File: src/hw/rtl/m4i_pkg.sv
package m4i_pkg;

  localparam int DATA_W = 32;
  localparam int FRAC_W = 16;
  localparam int PROD_W = 2 * DATA_W;
  localparam int SH_W   = PROD_W - FRAC_W;
  localparam int ACC_W  = DATA_W + 4;
  localparam int QUO_W  = 2 * FRAC_W + 1;

  typedef logic signed [DATA_W-1:0] word_t;
  typedef logic signed [PROD_W-1:0] prod_t;
  typedef logic signed [ACC_W-1:0]  acc_t;

  // One cofactor term: pair operands a and b, third operand c (all as
  // element store addresses) and whether the term is subtracted.
  typedef struct packed {
    logic [3:0] a;
    logic [3:0] b;
    logic [3:0] c;
    logic       sub;
  } term_t;

  localparam logic [3:0] PAIR_A [12] = '{4'd10, 4'd11, 4'd9, 4'd11, 4'd9, 4'd10,
                                          4'd8, 4'd11, 4'd8, 4'd10, 4'd8, 4'd9};
  localparam logic [3:0] PAIR_B [12] = '{4'd15, 4'd14, 4'd15, 4'd13, 4'd14, 4'd13,
                                          4'd15, 4'd12, 4'd14, 4'd12, 4'd13, 4'd12};

  localparam logic [3:0] COF_P [8][6] = '{
    '{4'd0, 4'd3, 4'd4, 4'd1, 4'd2, 4'd5},
    '{4'd1, 4'd6, 4'd9, 4'd0, 4'd7, 4'd8},
    '{4'd2, 4'd7, 4'd10, 4'd3, 4'd6, 4'd11},
    '{4'd5, 4'd8, 4'd11, 4'd4, 4'd9, 4'd10},
    '{4'd1, 4'd2, 4'd5, 4'd0, 4'd3, 4'd4},
    '{4'd0, 4'd7, 4'd8, 4'd1, 4'd6, 4'd9},
    '{4'd3, 4'd6, 4'd11, 4'd2, 4'd7, 4'd10},
    '{4'd4, 4'd9, 4'd10, 4'd5, 4'd8, 4'd11}
  };

  localparam logic [2:0] COF_S [8][6] = '{
    '{3'd5, 3'd6, 3'd7, 3'd5, 3'd6, 3'd7},
    '{3'd4, 3'd6, 3'd7, 3'd4, 3'd6, 3'd7},
    '{3'd4, 3'd5, 3'd7, 3'd4, 3'd5, 3'd7},
    '{3'd4, 3'd5, 3'd6, 3'd4, 3'd5, 3'd6},
    '{3'd1, 3'd2, 3'd3, 3'd1, 3'd2, 3'd3},
    '{3'd0, 3'd2, 3'd3, 3'd0, 3'd2, 3'd3},
    '{3'd0, 3'd1, 3'd3, 3'd0, 3'd1, 3'd3},
    '{3'd0, 3'd1, 3'd2, 3'd0, 3'd1, 3'd2}
  };

  // Index into the transposed matrix -> row-major store address.
  function automatic logic [3:0] s_addr(input logic [3:0] idx);
    return {idx[1:0], idx[3:2]};
  endfunction

  function automatic term_t term_lookup(input logic [3:0] cof, input logic [2:0] t);
    term_t      r;
    logic [3:0] p;
    logic [3:0] pa;
    logic [3:0] pb;
    p     = COF_P[cof[2:0]][t];
    pa    = PAIR_A[p];
    pb    = PAIR_B[p];
    r.a   = s_addr({~cof[3], pa[2:0]});
    r.b   = s_addr({~cof[3], pb[2:0]});
    r.c   = s_addr({cof[3], COF_S[cof[2:0]][t]});
    r.sub = (t > 3'd2);
    return r;
  endfunction

  // Floor shift by the fraction width, then saturate to the data width.
  function automatic word_t sat_shift(input prod_t p);
    logic [SH_W-1:0] sh;
    sh = p[PROD_W-1:FRAC_W];
    if (sh[SH_W-1:DATA_W-1] == '0 || sh[SH_W-1:DATA_W-1] == '1) begin
      return word_t'(sh[DATA_W-1:0]);
    end
    return p[PROD_W-1] ? {1'b1, {(DATA_W-1){1'b0}}} : {1'b0, {(DATA_W-1){1'b1}}};
  endfunction

  function automatic word_t sat_acc(input acc_t a);
    if (a[ACC_W-1:DATA_W-1] == '0 || a[ACC_W-1:DATA_W-1] == '1) begin
      return word_t'(a[DATA_W-1:0]);
    end
    return a[ACC_W-1] ? {1'b1, {(DATA_W-1){1'b0}}} : {1'b0, {(DATA_W-1){1'b1}}};
  endfunction

endpackage

File: src/hw/rtl/m4i_div.sv
// Restoring divider: 2^(2*FRAC_W) / divisor, one quotient bit per cycle.
module m4i_div (
  input  logic                      clk,
  input  logic                      rst_n,
  input  logic                      start,
  input  logic [m4i_pkg::DATA_W-1:0] divisor,
  output logic                      done,
  output logic [m4i_pkg::QUO_W-1:0] quot
);

  logic [m4i_pkg::QUO_W-1:0]  num_r;
  logic [m4i_pkg::QUO_W-1:0]  quo_r;
  logic [m4i_pkg::DATA_W-1:0] rem_r;
  logic [m4i_pkg::DATA_W-1:0] dvs_r;
  logic [5:0]                 cnt_r;
  logic                       busy_r;
  logic                       done_r;
  logic [m4i_pkg::DATA_W:0]   trial;
  logic [m4i_pkg::DATA_W:0]   diff;

  assign trial = {rem_r, num_r[m4i_pkg::QUO_W-1]};
  assign diff  = trial - {1'b0, dvs_r};

  always_ff @(posedge clk) begin
    if (!rst_n) begin
      busy_r <= 1'b0;
      done_r <= 1'b0;
      cnt_r  <= '0;
    end else begin
      done_r <= 1'b0;
      if (start) begin
        busy_r <= 1'b1;
        cnt_r  <= 6'(m4i_pkg::QUO_W);
        num_r  <= {1'b1, {(m4i_pkg::QUO_W-1){1'b0}}};
        quo_r  <= '0;
        rem_r  <= '0;
        dvs_r  <= divisor;
      end else if (busy_r) begin
        num_r <= {num_r[m4i_pkg::QUO_W-2:0], 1'b0};
        if (!diff[m4i_pkg::DATA_W]) begin
          rem_r <= diff[m4i_pkg::DATA_W-1:0];
          quo_r <= {quo_r[m4i_pkg::QUO_W-2:0], 1'b1};
        end else begin
          rem_r <= trial[m4i_pkg::DATA_W-1:0];
          quo_r <= {quo_r[m4i_pkg::QUO_W-2:0], 1'b0};
        end
        cnt_r <= cnt_r - 6'd1;
        if (cnt_r == 6'd1) begin
          busy_r <= 1'b0;
          done_r <= 1'b1;
        end
      end
    end
  end

  assign done = done_r;
  assign quot = quo_r;

endmodule
File: config.mk
export PLATFORM = sky130hd
export DESIGN_NAME = m4i_div
export DESIGN_NICKNAME = d
export VERILOG_FILES = /design/src/hw/rtl/m4i_pkg.sv /design/src/hw/rtl/m4i_div.sv
export SDC_FILE = /design/constraint.sdc
export NUM_CORES = 1
export LEC_CHECK = 0
export ABC_CLOCK_PERIOD_IN_PS = 3590
export BUFFER_PORTS_ARGS = -buffer_cell sky130_fd_sc_hd__buf_2
export CAP_MARGIN = 20
export CELL_PAD_IN_SITES_DETAIL_PLACEMENT = 1
export CELL_PAD_IN_SITES_GLOBAL_PLACEMENT = 1
export CORE_MARGIN = 2
export CORE_UTILIZATION = 47
export DETAILED_ROUTE_END_ITERATION = 8
export GPL_TIMING_DRIVEN = 0
export PLACE_DENSITY = 0.76
export SLEW_MARGIN = 20
export SYNTH_ARGS = -nofsm -noshare
export SYNTH_HDL_FRONTEND = slang
export SYNTH_SLANG_ARGS = --single-unit
File: constraint.sdc
create_clock -name clk -period 3.59 [get_ports clk]
set_input_delay 0 -clock clk [delete_from_list [all_inputs] [get_ports clk]]
set_output_delay 0 -clock clk [all_outputs]
set_load 0.01 [all_outputs]
# Word level (Yosys, flattened, before mapping)
# Index checks and enable logic that the tools add are counted.
# totals
output_inout_bits	34
ff_bits	106
in_bits	35
elab_cells	29
# classes
add_sub_neg	2
muxes	11
reduce_logical	5
bitwise	2
eq_ne	1
# op_table
op	n
2-to-1 mux 33 bit	2
2-to-1 mux 32 bit	2
subtractor 33 x 32 -> 33 bit	1
2-to-1 mux 6 bit	2
equality test 6 x 1 -> 1 bit, second input constant	1
subtractor 6 x 1 -> 6 bit, second input constant	1
2-to-1 mux 1 bit	5
AND reduction 2 bit	2
OR reduction 3 bit	1
NOT 1 bit	2
nonzero test 2 bit	1
OR reduction 2 bit	1

# Logic depth before layout (Yosys ltp)
# logic_depth
word_depth	4
ltp_mapped	13

# Worst setup path after synthesis
# OpenSTA, ideal clock, no wires.
# synth_path
kind	flip-flop to flip-flop
from	reg num_r[32] in the netlist's numbering
to	reg rem_r[10] in the netlist's numbering, data pin
synth_period_minus_slack_ps	2939
setup_ps	266
n_path_buf	1
arrival_time_ps	2673
path_stages_with_launch	14
setup_slack_ps	651
path_cell_list	edfxtp_1 > inv_1 > ha_1 > fa_1 > nand2b_1 > a211oi_1 > o21ai_1 > a21o_1 > nand4_2 > a311oi_4 > xnor2_4 > buf_6 > mux2i_1 > nor2_1
# synth_via
elab_chain_len	3
# synth_lines
element	line_no	source
start: declaration	m4i_div.sv:11	logic [m4i_pkg::QUO_W-1:0] num_r;
start signal: assignment	m4i_div.sv:34	num_r <= {1'b1, {(m4i_pkg::QUO_W-1){1'b0}}};
start signal: assignment	m4i_div.sv:39	num_r <= {num_r[m4i_pkg::QUO_W-2:0], 1'b0};
subtractor 33 x 32 -> 33 bit	m4i_div.sv:22	assign diff = trial - {1'b0, dvs_r};
2-to-1 mux 32 bit	m4i_div.sv:40	if (!diff[m4i_pkg::DATA_W]) begin
2-to-1 mux 32 bit	m4i_div.sv:38	end else if (busy_r) begin
end signal: assignment	m4i_div.sv:41	rem_r <= diff[m4i_pkg::DATA_W-1:0];
end signal: assignment	m4i_div.sv:44	rem_r <= trial[m4i_pkg::DATA_W-1:0];
end: declaration	m4i_div.sv:13	logic [m4i_pkg::DATA_W-1:0] rem_r;
# No other way between the ends. The select of a mux whose other input is x is not followed.
# A chain may end at the register's enable or synchronous reset.

# Worst setup path after layout
# layout_path
from	reg num_r[32] in the netlist's numbering
to	reg rem_r[15] in the netlist's numbering, data pin
# Same word-level chain as after synthesis.

==> impl_results.md <==
- Largest net degree at the start of global routing: 49
- Die width: ~120 um
- Top-count cell post-synth: edfxtp_1
- Num ports: 69
- Final setup fails: 0
- DRT iter0 DRCs: ~140
- Layout cells sized above 1: around 17%
- Final Hold Fails: 0
- Setup crit end kind: register
- Syn Nets: 605
- Clock transition at the registers of the reported paths: ~0.080 ns
- Detail Route Antenna Nets: 0
- 1st-pass router iterations: 4
- Status: finished clean
- H-tree depth: 3
- Slowest stage delay, CP: ~0.4 ns
- Final Cycle Share: between 90% and 100%
- Finished Layout Cells: between 800 and 900
- Core box area: 0.0125 mm^2
- Vias per cell: about 5.3
- GPL Wtd Cong: 0.907
- Starting Density: 47.7%
- GRT Overall Usage: 23.0%
- Post-Synthesis Cells: 535
- Crit path cell chain: inv_1 > ha_1 > fa_1 > nand2b_1 > a211oi_4 > o21ai_1 > a21o_1 > nand4_2 > a311oi_4 > xnor2_4 > buf_6 > mux2i_1 > nor2_1
- Slew Viols, Final: 0
- Average footprint of a synthesized cell: 11.2 um^2
- Yosys cell types: 55
- Syn. warnings: 0
- Crit-path max FO: 10
- Synth area leader: edfxtp_1
- Synth area leaders: edfxtp_1, ha_1, mux2i_1
- MaxCap Viol Count: 0
- Placed Cells: 776
- Average wire per standard cell: 17.5 um
- PD cells: 506 mW/mm^2
- Clock sink total: 106
- Startpoint Class: register
- Die height: about 120 um
- Synth top area share: 49.3%
- Final worst path period need: 3.38 ns
- Buf+Inv Stages, Crit Path: 2
- Register area share after synthesis: 52.0%
- CTS Buffer Depth: 2
- Ant. Diodes: 0
- Post-synth ARST share: 0%
- First-pass GRT wire length: 24.0 mm
- Main synth FF type: edfxtp_1
- Placed cell areas: between 0.006 and 0.007 mm^2
- Peak supply drop: roughly 0.00033 V
- I/O Buffers: 68
- Setup TNS: 0 ns
- Fin Clk Skew: 0.00981 ns
- Die area: 0.0136 mm^2
- Gr ovfl total: 0
- Total power: approximately 3.7 mW
- F_max: 0.296 GHz
- RSZ-0062 raised after global routing: no
- CTS tree: yes
- Slew HR: 47.6%
- Rows: 41
- Fillers: 1378
- WS Path Type: reg2reg
- Worst Tran Pin Value: 0.767 ns
- Later-pin clock latency in the skew report: about 0.36 ns
- Root buffer cell: clkbuf_16
- Vias in the first global route: 4643
- TritonCTS buffer count: 9
- Pleak: roughly 3.0 nW
- Yosys reg bits: 106
- Nets@finish: 719
- WL final: 14.5 mm
- Slowest cell on crit path: fa_1
- HPWL Detailed: 10.0 mm
- Antenna violations before repair: 0
- Vias: ~4400
- CP delay by family, top: compound AO/OA/AOI/OAI gates
- Hold WC Path Type: in2reg
- Synth top cells by count: edfxtp_1, nor2_1, inv_1
- Residual DRC count: 0
- Number of flops mapped to enable cells by yosys: 98
- Design area: 0.00722 mm^2
- Area of the mapped netlist: between 0.005 and 0.006 mm^2
- Syn-to-layout area delta: 20.9%
- CP Data Arrival Time: 3.47 ns
- Critical path required time: 3.68 ns
-- logic make-up (layout without fill, tap and decap cells) --
kind of cell,count (synthesis),count (layout),share of synthesized area [%]
muxes,25,25,4.19
xor gates and xnor gates,34,34,5.30
and+or+nand+nor,171,171,14.7
DFF,106,106,52.0
adders and majority gates,35,35,7.46
AOI/OAI and AO/OA,102,102,11.8
buffers and inverters,62,181,4.61
-- routing by layer --
metal / track usage [%] / wire [um] / vias to the layer above / part of all wire, %
met5: 0 / 0 / - / 0
li1: - / - / 2131 / -
met3: 6.28 / 617 / 18 / 4.3
met2: 38.3 / 7020 / 78 / 48
met4: 6.67 / 224 / 0 / 1.5
met1: 29.6 / 6620 / 2156 / 46
-- through the flow --
step           hold WS (ns)  utilization, %  setup WS [ns]
4_1_cts               0.331            57.5          0.125
2_1_floorplan        0.0989               -          0.651
3_3_place_gp          0.176            52.1          0.151
3_5_place_dp          0.178            52.4        0.00813
6_report              0.346            57.7          0.211
5_1_grt               0.336            57.7        0.00623
-- state kept, by name, summed over array words and instances (netlist names) --
register	count
quot	33
num_r	1
rem_r	32
dvs_r	32
busy_r	1
done	1
cnt_r	6
-- power breakdown --
part           internal [mW]  total [mW]  switching (mW)
Clock                  0.539        1.01           0.469
Combinational          0.476        1.11           0.630
Sequential              1.49        1.54          0.0547
Total                   2.50        3.65            1.15
-- final cells by class --
| class | instances | area, um^2 | area share, % |
|---|---|---|---|
| multi-input cells | 367 | 2620 | 36.3 |
| repair buffers | 103 | 708 | 9.81 |
| clock inverters | 4 | 31.3 | 0.433 |
| inverters | 42 | 158 | 2.18 |
| flip-flops and latches | 106 | 3100 | 43.0 |
| clock buffers | 12 | 268 | 3.71 |
| plain buffers | 20 | 118 | 1.63 |
| well taps | 172 | 215 | 2.98 |
-- timing repair --
action                                  in CTS  in global routing
hold buffers                                34                  0
endpoints found under the setup margin       1                  2
endpoints found under the hold margin       37                  0
setup buffers                                0                  0
gates resized for setup                      1                  2
-- final timing paths --
| kind | start | to | slack (ns) | cells past startpoint |
|---|---|---|---|---|
| worst min-delay path | divisor[4] | dvs_r[4]$_DFFE_PP_ | 0.35 | 2 |
| worst max register to register | num_r[32]$_SDFFCE_PP1P_ | rem_r[15]$_SDFFCE_PP0P_ | 0.21 | 13 |
| worst min register to register | cnt_r[1]$_SDFFE_PP0P_ | cnt_r[1]$_SDFFE_PP0P_ | 0.52 | 2 |
| worst max-delay path | num_r[32]$_SDFFCE_PP1P_ | rem_r[15]$_SDFFCE_PP0P_ | 0.21 | 13 |
-- cells in the final DEF, fill, tap and decap left out, drive strengths merged, types with 3 or more instances in the layout --
| cell type | Yosys | final |
|---|---|---|
| edfxtp | 98 | 98 |
| buf | 8 | 77 |
| nor2 | 59 | 59 |
| inv | 42 | 45 |
| nor2b | 35 | 35 |
| ha | 34 | 34 |
| dlygate4sd3 | 0 | 34 |
| a21oi | 29 | 29 |
| nand2 | 27 | 27 |
| mux2i | 25 | 25 |
| clkbuf | 12 | 24 |
| xnor2 | 19 | 19 |
| a21o | 17 | 17 |
| o21ai | 16 | 16 |
| xor2 | 15 | 15 |
| nand3 | 10 | 10 |
| nand4 | 10 | 10 |
| a211oi | 9 | 9 |
| nand2b | 8 | 8 |
| dfxtp | 8 | 8 |
| o211ai | 5 | 5 |
| nor3 | 5 | 5 |
| o21a | 5 | 5 |
| a31oi | 4 | 4 |
| and3 | 4 | 4 |
| and2 | 3 | 3 |
| a21boi | 3 | 3 |
(Power assumes the default switching activity.)
